## src/rtl/dott_pkg.sv

```systemverilog
// Shared types and constants for the deadline-ordered task table.
`default_nettype none

package dott_pkg;

    localparam int IDENT_W  = 16;
    localparam int TIME_W   = 32;
    localparam int OP_W     = 2;
    localparam int STATUS_W = 2;
    localparam int TOTAL_W  = 5;
    localparam int COUNT_W  = 16;

    localparam logic [OP_W-1:0] OP_CREATE   = 2'd0;
    localparam logic [OP_W-1:0] OP_COMPLETE = 2'd1;

    localparam logic [STATUS_W-1:0] STATUS_OK      = 2'd0;
    localparam logic [STATUS_W-1:0] STATUS_FULL    = 2'd1;
    localparam logic [STATUS_W-1:0] STATUS_MISSING = 2'd2;

    // One table slot.
    typedef struct packed {
        logic               valid;
        logic [IDENT_W-1:0] ident;
        logic [TIME_W-1:0]  deadline;
        logic [TIME_W-1:0]  rel_tick;
    } entry_t;

    // Operands broadcast to every cell.
    typedef struct packed {
        logic [IDENT_W-1:0] ident;
        logic [TIME_W-1:0]  deadline;
        logic [TIME_W-1:0]  now;
    } key_t;

    // Search result handed from cell to cell during an id scan.
    typedef struct packed {
        logic              found;
        logic [TIME_W-1:0] rel_tick;
    } carry_t;

    // Command broadcast to every cell in a cycle.
    typedef enum logic [2:0] {
        CMD_HOLD   = 3'd0,
        CMD_SHIFT  = 3'd1,
        CMD_INSERT = 3'd2,
        CMD_CLEAR  = 3'd3,
        CMD_SCAN   = 3'd4,
        CMD_REMOVE = 3'd5
    } cell_cmd_t;

endpackage

`default_nettype wire

```

## src/rtl/dott_cell.sv

```systemverilog
// One slot of the sorted task chain, with its insert, shift and scan logic.
`default_nettype none

module dott_cell (
    input  wire logic               clk,
    input  wire logic               rst_n,
    input  wire dott_pkg::cell_cmd_t cmd,
    input  wire dott_pkg::key_t      key,
    input  wire dott_pkg::entry_t    left_entry,
    input  wire dott_pkg::entry_t    right_entry,
    input  wire logic               left_keep,
    input  wire dott_pkg::carry_t    left_carry,
    output dott_pkg::entry_t         entry,
    output logic                    keep,
    output dott_pkg::carry_t         carry
);
    import dott_pkg::*;

    logic   valid_reg;
    logic   valid_next;
    entry_t data_reg;
    entry_t data_next;
    carry_t carry_reg;
    carry_t carry_next;
    logic   match;

    assign entry = '{valid: valid_reg, ident: data_reg.ident,
                     deadline: data_reg.deadline, rel_tick: data_reg.rel_tick};
    assign carry = carry_reg;

    // Stay ahead of a new task whose deadline is equal or later.
    assign keep  = valid_reg && (data_reg.deadline <= key.deadline);
    assign match = valid_reg && (data_reg.ident == key.ident);

    always_comb
    begin
        valid_next = valid_reg;
        data_next  = data_reg;
        carry_next = carry_reg;
        case (cmd)
            CMD_SHIFT:
            begin
                valid_next = right_entry.valid;
                data_next  = right_entry;
            end
            CMD_INSERT:
            begin
                if (!keep)
                begin
                    if (left_keep)
                    begin
                        valid_next = 1'b1;
                        data_next  = '{valid: 1'b1, ident: key.ident,
                                       deadline: key.deadline, rel_tick: key.now};
                    end
                    else
                    begin
                        valid_next = left_entry.valid;
                        data_next  = left_entry;
                    end
                end
            end
            CMD_CLEAR:
            begin
                carry_next.found = 1'b0;
            end
            CMD_SCAN:
            begin
                carry_next.found    = left_carry.found || match;
                carry_next.rel_tick = left_carry.found ? left_carry.rel_tick
                                                       : data_reg.rel_tick;
            end
            CMD_REMOVE:
            begin
                // Close the gap at and after the first matching slot.
                if (left_carry.found || match)
                begin
                    valid_next = right_entry.valid;
                    data_next  = right_entry;
                end
            end
            default:
            begin
                valid_next = valid_reg;
            end
        endcase
    end

    always_ff @(posedge clk or negedge rst_n)
    begin
        if (!rst_n)
        begin
            valid_reg <= 1'b0;
            carry_reg <= '0;
        end
        else
        begin
            valid_reg <= valid_next;
            carry_reg <= carry_next;
        end
    end

    always_ff @(posedge clk)
    begin
        data_reg <= data_next;
    end

endmodule

`default_nettype wire
```

## config.mk

```make
export PLATFORM = sky130hd
export DESIGN_NAME = dott_cell
export DESIGN_NICKNAME = d
export VERILOG_FILES = /design/src/rtl/dott_pkg.sv /design/src/rtl/dott_cell.sv
export SDC_FILE = /design/constraint.sdc
export NUM_CORES = 1
export LEC_CHECK = 0
export BUFFER_PORTS_ARGS = -buffer_cell sky130_fd_sc_hd__buf_2
export CAP_MARGIN = 40
export CORE_AREA = 2 2 155 157
export DETAILED_ROUTE_END_ITERATION = 7
export DIE_AREA = 0 0 157 159
export MAX_ROUTING_LAYER = met4
export PLACE_DENSITY = 0.59
export SYNTH_ARGS = -nofsm -noshare
export SYNTH_HDL_FRONTEND = slang
export SYNTH_SLANG_ARGS = --single-unit
```

## constraint.sdc

```tcl
create_clock -name clk -period 6.8 [get_ports clk]
set_input_delay 0.34 -clock clk [delete_from_list [all_inputs] [get_ports clk]]
set_output_delay 0.34 -clock clk [all_outputs]
set_load 0.05 [all_outputs]
```

==> results.md, run 1 <==
* Status: finished clean
* I/O pin cnt at 396
* CP Cell Sequence: ha_1, nand4_1, nor4_1, o311ai_1, and3_4, a211oi_4, buf_4, buf_16
* # DRC at 0
* Layout Cells excl Fill at 1,362
* Core area at 23,200 um^2
* Global-route wire length before repair at 33,500 um
* Vias at 6,182
* Fin Setup TNS at 0 ns
* Vias/cell at 4.54
* Ys flop type: edfxtp_1
* Clock sink total at 114
* Final worst setup slack at 3.65 ns
* Critical path buffers and inverters at 2
* Async S/R FF share, synth at 0.298
* CP max stage cell: buf_4
* Finished Core Util at 0.414
* Setup crit end kind: flip-flop
* RSZ-0062 raised after global routing: false
* Arrival time at the worst endpoint at 3.24 ns
* WL/cell at 16.3 um
* Final period util at 0.464
* Detail Route Antenna Nets at 0
* FF-to-FF End: entry[14]
* Starting DRC count in detailed routing at 318
* Min-delay src: left_carry[16]
* Worst vdd ir at 144 uV
* Die Y-Extent at 159 um
* Worst-Skew Late Latency at 0.40 ns
* Startpoint types: flip-flop
* Gr usage total at 0.180
* Hold-fix buffers, CTS at 1
* H-tree depth at 4
* Delay-heaviest family, CP: simple AND/OR/NAND/NOR gates
* Hold Path Class: input port to flip-flop
* Cell leakage power at 4.64 nW
* Final hold vios at 0
* Nets at 1,342
* Power Density at 250 nW/um^2
* Synth-to-layout area growth at 44.4%
* Max-slew headroom at 0.434
* Reg2reg setup slack at 3.65 ns
* Max-slew violations at 0
* Detailed Place HPWL at 17,800 um
* Max FFs per register at 80
* Worst-path clk slew at 0.06 ns
* Layout cell share with drive strength beyond 1 at 0.425
* Max Cap Violations at 0
* FP Rows at 56
* Required @ worst endpoint at 6.89 ns
* Post-placement cell count at 1,328
* Max Clk Rate at 0.317 GHz
* Clock Path Buffers at 2
* PortBufs at 395
* Initial antenna violation count at 2
* Worst-Margin Slew at 0.849 ns
* Reg2reg start: entry[61]
* Final worst path period need at 3.15 ns
* Syn Area/Cell at 10.3 um^2
* CTS tree: built
* Sequential share of the synthesized area at 0.489
* FILL cells at 2,323
* Synthesis Warnings at 0
* Routed WL at 22,200 um
* Global placement routability congestion at 0.886
* Crit Path Category: flip-flop to flip-flop
* Setup Buffers After CTS at 0
* Worst Hold Depth at 3
* Grt total ovfl at 0
* Chip width at 157 um
* Synthesized cell area at 6650 um^2
* Post-cts resize count at 0
* Max Fanout on Critical Path at 41
* End of the worst hold path: carry[16]
* Vias in the first global route at 6,116
* Post-synth EDFFs at 80
* Synth Net Count at 956
* CP peak stage delay at 0.52 ns
* Die Area at 25,000 um^2
* Largest net degree at the start of global routing at 93
* Count of cell types in the netlist at 40
* Total design power at 2.40 mW
* Router iterations before antenna repair at 5
* Mapped Cells at 643
* Initial Util at 0.287
* Clock Root Buffer: clkbuf_16
* R2R cell count at 8
* Num CTS Buffers at 17
* Layout Skew at 0.00886 ns
* Final setup vio count at 0
* Pre-CTS setup slack at 3.52 ns
* Synthesized flop and latch total at 114
-- placed cells by master, fill, tap and decap left out, drive strengths merged, types with 4 or more instances in the layout --
| cell type | synthesis | routed |
|---|---|---|
| clkinv | 0 | 7 |
| clkbuf | 15 | 19 |
| a21oi | 125 | 125 |
| nand4 | 9 | 9 |
| ha | 32 | 32 |
| a21o | 4 | 4 |
| mux2i | 112 | 112 |
| nor2 | 116 | 116 |
| xnor2 | 16 | 16 |
| dfrtp | 34 | 34 |
| nand3 | 6 | 6 |
| inv | 35 | 39 |
| buf | 23 | 404 |
| edfxtp | 80 | 80 |
| nand2 | 5 | 5 |
-- worst reg2reg max path, cell delays in order, from the launching register on --
cell      delay [ns]
edfxtp_1        0.40
ha_1            0.32
nand4_1         0.20
nor4_1          0.45
o311ai_1        0.20
and3_4          0.24
a211oi_4        0.18
buf_4           0.52
buf_16          0.30
-- logic make-up (layout without fill, tap and decap cells) --
logic type                 count (synthesis)  count (layout)  synth area share
muxes                                    112             112             0.169
DFF                                      114             114             0.489
AOI/OAI and AO/OA                        148             148             0.121
xor gates and xnor gates                  16              16            0.0211
other                                      0               1                 0
buffers and inverters                     73             472            0.0446
and+or+nand+nor                          148             148            0.0956
adders and majority gates                 32              32            0.0602
-- area by class of cell --
| cell class | instances | area (um^2) | share of cell area |
|---|---|---|---|
| clock buffer | 19 | 464 | 0.0483 |
| inverter | 35 | 131 | 0.0137 |
| timing repair buffer | 405 | 2110 | 0.220 |
| antenna | 1 | 2.50 | 0.000261 |
| sequential | 114 | 3250 | 0.339 |
| clock inverter | 13 | 124 | 0.0129 |
| tap | 319 | 399 | 0.0416 |
| multi-input combinational | 456 | 3120 | 0.325 |
-- synthesized netlist by cell type, types with 7 or more instances --
library cell  count  area share
a21oi_1         125       0.094
nor2_1          116       0.065
mux2i_1         112        0.17
edfxtp_1         80        0.36
inv_1            35       0.020
dfrtp_1          34        0.13
ha_1             32       0.060
xnor2_1          16       0.021
buf_2            15       0.011
clkbuf_1         15      0.0085
nand4_1           8      0.0075
buf_1             7      0.0040
-- per-layer routing --
metal	wire (um)	part of all wire	vias to the layer above	GRT usage
met5	0	0	-	-
met4	404	0.018	0	0.0505
met3	1130	0.051	24	0.0318
met2	11200	0.50	235	0.309
met1	9460	0.43	2825	0.217
li1	-	-	3098	-
-- power by group --
| part | switching (mW) | internal [mW] |
|---|---|---|
| sequential | 0.0361 | 0.828 |
| clock | 0.338 | 0.539 |
| combinational | 0.451 | 0.207 |
-- how the worst max path moves through the flow --
stage	depth (start not counted)	endpoint	start	slack, ns
3_3_place_gp	10	entry[18]	key[45]	3.50
4_1_cts	8	entry[4]	entry[61]	3.57
2_1_floorplan	7	entry[0]	entry[45]	1.03
3_5_place_dp	11	entry[18]	key[45]	3.52
6_report	8	entry[14]	entry[61]	3.65
5_1_grt	8	entry[14]	entry[61]	3.27
-- through the flow --
| stage | hold slack, ns | instance area (um^2) |
|---|---|---|
| 2_1_floorplan | 0.0444 | 6650 |
| 3_3_place_gp | 0.500 | 8930 |
| 3_5_place_dp | 0.187 | 9000 |
| 4_1_cts | 0.213 | 9600 |
| 5_1_grt | 0.237 | 9600 |
| 6_report | 0.235 | 9600 |
No activity file was read; power rests on OpenSTA's default activity.
==> run 2: changes to the inputs <==
==> constraint.sdc (replaced) <==
create_clock -name clk -period 3 [get_ports clk]
set_input_delay 0.15 -clock clk [delete_from_list [all_inputs] [get_ports clk]]
set_output_delay 0.15 -clock clk [all_outputs]
set_load 0.05 [all_outputs]
==> results.md, run 2 (synthesis gave the netlist of run 1 again) <==
* Status: finished clean (unchanged)
* Most frequent cells in the layout: buf_2 (393), a21oi_1 (125), nor2_1 (115), mux2i_1 (112), edfxtp_1 (80) (was buf_2 (394), a21oi_1 (125), nor2_1 (115), mux2i_1 (112), edfxtp_1 (80))
* Clock Root Buffer: clkbuf_16 (unchanged)
* CP max stage cell: nor4_4 (was buf_4)
* Global placement routability congestion at 0.851 (was 0.886)
* Worst-path clk slew at 0.05 ns (was 0.06 ns)
* Worst vdd ir at 283 uV (was 144 uV)
* Finished Core Util at 0.423 (was 0.414)
* Vias/cell at 4.50 (was 4.54)
* Max FFs per register at 80 (unchanged)
* FP Rows at 56 (unchanged)
* Power Density at 565 nW/um^2 (was 250 nW/um^2)
* Starting DRC count in detailed routing at 219 (was 318)
* Vias in the first global route at 6,254 (was 6,116)
* Met2 Use GR at 0.315 (was 0.309)
* CTS tree: built (unchanged)
* PortBufs at 395 (unchanged)
* Layout Skew at 0.0132 ns (was 0.00886 ns)
* Max-slew violations at 0 (unchanged)
* Final period util at 0.940
* M3 GR Usage at 0.0386 (was 0.0318)
* Die Area at 25,000 um^2 (unchanged)
* Chip width at 157 um (unchanged)
* Hold Path Class: input port to flip-flop (unchanged)
* Max Fanout on Critical Path at 3 (was 41)
* CP peak stage delay at 0.43 ns (was 0.52 ns)
* Max-slew headroom at 0.575 (was 0.434)
* Clock Path Buffers at 2 (unchanged)
* Vias at 6,204 (was 6,182)
* Router iterations before antenna repair at 4 (was 5)
* Arrival time at the worst endpoint at 2.67 ns (was 3.24 ns)
* Gr usage total at 0.187 (was 0.180)
* Clock sink total at 114 (unchanged)
* CP Cell Sequence: ha_1, nand4_1, nor4_4, nand3_1, o311ai_2, and3_4, buf_4 (was ha_1, nand4_1, nor4_1, o311ai_1, and3_4, a211oi_4, buf_4, buf_16)
* Delay-heaviest family, CP: simple AND/OR/NAND/NOR gates (unchanged)
* Nets at 1,352 (was 1,342)
* Synth-to-layout area growth at 47.4% (was 44.4%)
* DP Area at 9150 um^2 (was 9000 um^2)
* Critical path buffers and inverters at 1 (was 2)
* Routed WL at 23,000 um (was 22,200 um)
* Core area at 23,200 um^2 (unchanged)
* Worst-Skew Late Latency at 0.41 ns (was 0.40 ns)
* Final worst path period need at 2.82 ns
* Global-route wire length before repair at 34,300 um (was 33,500 um)
* RSZ-0062 raised after global routing: false (unchanged)
* Final setup vio count at 0 (unchanged)
* Grt total ovfl at 0 (unchanged)
* Crit Path Category: flip-flop to primary output (was flip-flop to flip-flop)
* Detail Route Antenna Nets at 0 (unchanged)
* I/O pin cnt at 396 (unchanged)
* # DRC at 0 (unchanged)
* Layout cell share with drive strength beyond 1 at 0.436 (was 0.425)
* Setup crit end kind: primary output (was flip-flop)
* Die Y-Extent at 159 um (unchanged)
* Final hold vios at 0 (unchanged)
* Initial antenna violation count at 7 (was 2)
* FILL cells at 2,324 (was 2,323)
* Detailed Place HPWL at 18,600 um (was 17,800 um)
* Startpoint types: flip-flop (unchanged)
* Num CTS Buffers at 17 (unchanged)
* Cell leakage power at 4.72 nW (was 4.64 nW)
* Most common cell after layout, fill and taps aside: buf_2 (unchanged)
* Largest net degree at the start of global routing at 89 (was 93)
* Grt peak-use layer: met2 (unchanged)
* Initial Util at 0.287 (unchanged)
* Required @ worst endpoint at 2.85 ns (was 6.89 ns)
* Max Clk Rate at 0.355 GHz
* H-tree depth at 4 (unchanged)
* Max Cap Violations at 0 (unchanged)
* Final instance area at 9800 um^2 (was 9600 um^2)
* Setup Buffers After CTS at 0 (unchanged)
* GRT met1 Usage at 0.216 (was 0.217)
* Worst hold slack at 0.0401 ns (was 0.235 ns)
* Worst-Margin Slew at 0.637 ns (was 0.849 ns)
* WL/cell at 16.7 um (was 16.3 um)
run 2: report_power, final:
| part | total [mW] | switching (mW) | internal, mW |
|---|---|---|---|
| combinational | 1.52 | 1.03 | 0.490 |
| clock | 2.06 | 0.753 | 1.31 |
| sequential | 1.96 | 0.0851 | 1.88 |
| total | 5.54 | 1.87 | 3.67 |
run 2: timing repair:
action	4_1_cts	5_1_grt
endpoints found under the hold margin	34	0
hold buffers	1	0
cloned	0	0
endpoints found under the setup margin	1	1
pin swaps	0	1
gates resized for setup	2	0
run 2: worst reg2reg max path, stage by stage, from the launching register on:
cell      delay (ns)
edfxtp_1        0.40
ha_1            0.32
nand4_1         0.20
nor4_4          0.43
nand3_1         0.24
o311ai_2        0.17
and3_4          0.28
a211oi_4        0.06
buf_4           0.17
buf_12          0.16
run 2: final timing paths:
| path | from | endpoint | slack, ns | cells after the start |
|---|---|---|---|---|
| hold reg to reg | carry[16] | carry[16] | 0.52 | 2 |
| setup / recovery | entry[58] | keep | 0.18 | 7 |
| hold / removal | right_entry[80] | valid_reg | 0.04 | 3 |
| min in group asynchronous | rst_n | carry[18] | 0.22 | 2 |
| max in group asynchronous | rst_n | carry[31] | 2.32 | 3 |
| setup reg to reg | entry[58] | entry[24] | 0.29 | 9 |
run 2: metal layers:
metal	part of all wire	up-vias	routed length, um
li1	-	3118	-
met1	0.42	2824	9550
met2	0.50	223	11500
met3	0.055	39	1280
met4	0.030	0	686
met5	0	-	0
run 2: cell type report:
type / instances / area, um^2 / area share
clock buffer: 22 / 517 / 0.0527
timing repair buffer: 415 / 2200 / 0.224
antenna: 7 / 17.5 / 0.00179
sequential: 114 / 3250 / 0.332
multi-input combinational: 456 / 3190 / 0.326
clock inverter: 10 / 92.6 / 0.00945
inverter: 35 / 131 / 0.0134
tap: 319 / 399 / 0.0407
run 2: per-stage QoR:
| step | setup WS, ns | setup TNS (ns) | power, mW | cells |
|---|---|---|---|---|
| after global routing | 0.0268 | 0 | 5.79 | 1378 |
| after CTS | 0.0924 | 0 | 5.61 | 1371 |
| after global placement | 0.241 | 0 | 3.50 | 1337 |
| after floorplan | -1.48 | -118.13 | 2.98 | 643 |
| after detailed placement | 0.185 | 0 | 3.52 | 1338 |
| final | 0.181 | 0 | 5.54 | 1378 |
==> run 3: changes to the inputs <==
--- a/config.mk
+++ b/config.mk
@@ -11,7 +11,7 @@
 export DETAILED_ROUTE_END_ITERATION = 7
 export DIE_AREA = 0 0 157 159
 export MAX_ROUTING_LAYER = met4
-export PLACE_DENSITY = 0.59
+export PLACE_DENSITY = 0.66
 export SYNTH_ARGS = -nofsm -noshare
 export SYNTH_HDL_FRONTEND = slang
 export SYNTH_SLANG_ARGS = --single-unit
==> results.md, run 3 (synthesis gave the netlist of run 1 again) <==
* Final worst setup slack at 0.0925 ns (was 0.181 ns)
* Max Clk Rate at 0.344 GHz (was 0.355 GHz)
* Global-route wire length before repair at 33,700 um (was 34,300 um)
* Layout Skew at 0.00866 ns (was 0.0132 ns)
* Final worst path period need at 2.91 ns (was 2.82 ns)
* Initial antenna violation count at 1 (was 7)
* Setup Buffers After CTS at 0 (unchanged)
* Final setup vio count at 0 (unchanged)
* FILL cells at 2,280 (was 2,324)
* Crit Path Category: flip-flop to primary output (unchanged)
* PortBufs at 395 (unchanged)
* Nets at 1,344 (was 1,352)
* Starting DRC count in detailed routing at 257 (was 219)
* Register area at 3250 um^2 (unchanged)
* Required @ worst endpoint at 2.85 ns (about the same)
* RSZ-0062 raised after global routing: false (unchanged)
* Die Y-Extent at 159 um (unchanged)
* Max Cap Violations at 0 (unchanged)
* H-tree depth at 4 (unchanged)
* Setup crit end kind: primary output (unchanged)
* Vias at 6,152 (was 6,204)
* Power Density at 582 nW/um^2 (was 565 nW/um^2)
* Clock Path Buffers at 2 (unchanged)
* Clock Root Buffer: clkbuf_16 (unchanged)
* WL/cell at 16.6 um (was 16.7 um)
* End of the worst hold path: carry[22] (was valid_reg)
* Routed WL at 22,600 um (was 23,000 um)
* CTS tree: built (unchanged)
* Sw power at 1.89 mW (was 1.87 mW)
* Cell leakage power at 4.70 nW (was 4.72 nW)
* Worst-path clk slew at 0.06 ns (was 0.05 ns)
* Area occupied by multi-input gates at 3190 um^2 (about the same)
* Max FFs per register at 80 (unchanged)
* Int Power at 3.80 mW (was 3.67 mW)
* Router iterations before antenna repair at 5 (was 4)
* Vias/cell at 4.51 (was 4.50)
* Final period util at 0.969 (was 0.940)
* Worst-Margin Slew at 0.748 ns (was 0.637 ns)
* Synth-to-layout area growth at 46.9% (was 47.4%)
* FP Rows at 56 (unchanged)
* Layout cell share with drive strength beyond 1 at 0.432 (was 0.436)
* Min-delay src: left_carry[22] (was right_entry[80])
* FF-to-FF End: entry[51] (was entry[24])
* Gr usage total at 0.183 (was 0.187)
* Detailed Place HPWL at 18,000 um (was 18,600 um)
* Worst-Skew Late Latency at 0.41 ns (about the same)
* Combinational power share at 0.265 (was 0.274)
* R2R cell count at 7 (was 9)
* Final hold vios at 0 (unchanged)
* Status: finished clean (unchanged)
* Global placement routability congestion at 0.880 (was 0.851)
* Initial Util at 0.287 (unchanged)
* # DRC at 0 (unchanged)
* Hold Path Class: input port to flip-flop (unchanged)
* Max Fanout on Critical Path at 3 (unchanged)
* Largest net degree at the start of global routing at 163 (was 89)
* Chip width at 157 um (unchanged)
* Max-slew headroom at 0.501 (was 0.575)
* Core area at 23,200 um^2 (unchanged)
* Arrival time at the worst endpoint at 2.76 ns (was 2.67 ns)
* Most frequent cells in the layout: buf_2 (394), a21oi_1 (125), nor2_1 (115), mux2i_1 (112), edfxtp_1 (80) (was buf_2 (393), a21oi_1 (125), nor2_1 (115), mux2i_1 (112), edfxtp_1 (80))
* Detail Route Antenna Nets at 0 (unchanged)
* Grt total ovfl at 0 (unchanged)
* Switching power share of the total at 0.332 (was 0.337)
* Reg2reg setup slack at 0.09 ns (was 0.29 ns)
* Worst vdd ir at 308 uV (was 283 uV)
* I/O pin cnt at 396 (unchanged)
* Pre-CTS setup slack at 0.0773 ns (was 0.185 ns)
* Most common cell after layout, fill and taps aside: buf_2 (unchanged)
* Die Area at 25,000 um^2 (unchanged)
* Reg power frac at 0.346 (was 0.354)
* Vias in the first global route at 6,191 (was 6,254)
* Max-slew violations at 0 (unchanged)
* Startpoint types: flip-flop (unchanged)
* Num CTS Buffers at 17 (unchanged)
* Fin Setup TNS at 0 ns (unchanged)
* Worst Hold Depth at 3 (unchanged)
* Reg2reg start: entry[55] (was entry[58])
* Clock sink total at 114 (unchanged)
* Clock power share at 0.389 (was 0.372)
[run 3: per-stage QoR]
stage / hold slack (ns) / power [mW] / cells / utilization / area [um^2]
final: 0.0476 / 5.68 / 1364 / 0.421 / 9770
after floorplan: -0.146 / 2.98 / 643 / - / 6720
after global placement: 0.319 / 3.49 / 1329 / 0.391 / 9070
after global routing: 0.0337 / 5.96 / 1364 / 0.421 / 9770
after detailed placement: -0.0106 / 3.52 / 1330 / 0.392 / 9090
after CTS: 0.0209 / 5.77 / 1363 / 0.421 / 9760
[run 3: timing repair]
item                                   4_1_cts  5_1_grt
pin swaps                                    0        1
hold buffers                                 1        0
endpoints found under the hold margin       34        0
resized for setup                            1        1
setup endpoints to repair                    1       81
[run 3: critical path, stage by stage (launching register included)]
cell and delay [ns]:
edfxtp_1 0.39, ha_1 0.34, nand4_1 0.22, nor4_4 0.44, nand3_1 0.22, o311ai_2 0.16
and3_4 0.29, buf_2 0.29
[run 3: layout make-up]
type / instances / area share
clock inverter: 12 / 0.0168
multi-input combinational: 456 / 0.327
inverter: 35 / 0.0134
clock buffer: 20 / 0.0501
sequential: 114 / 0.333
timing repair buffer: 407 / 0.219
tap: 319 / 0.0409
antenna: 1 / 0.000256
[run 3: how the worst max path moves through the flow]
| stage | slack (ns) | cells after the start | from | end |
|---|---|---|---|---|
| 6_report | 0.09 | 7 | entry[59] | keep |
| 4_1_cts | 0.006 | 7 | entry[62] | keep |
| 2_1_floorplan | -1.48 | 7 | entry[43] | entry[0] |
| 3_5_place_dp | 0.08 | 7 | entry[62] | entry[79] |
| 3_3_place_gp | 0.18 | 7 | entry[62] | entry[5] |
| 5_1_grt | 0.001 | 7 | entry[55] | entry[51] |
[run 3: power by group through the flow]
stage               logic [mW]  registers, mW  clock network, mW
floorplan                0.466           2.52                  0
global placement          1.50           1.99                  0
detailed placement        1.52           2.00                  0
CTS                       1.52           1.97               2.28
global route              1.62           1.98               2.36
finish                    1.51           1.96               2.21
[run 3: routing by layer]
layer  vias up  part of all wire  routed length, um  GRT usage
li1       3108                 -                  -          -
met1      2820              0.41               9360      0.207
met2       205              0.53              11900      0.330
met3        19             0.046               1040     0.0343
met4         0             0.013                288     0.0467
met5         -                 0                  0          -
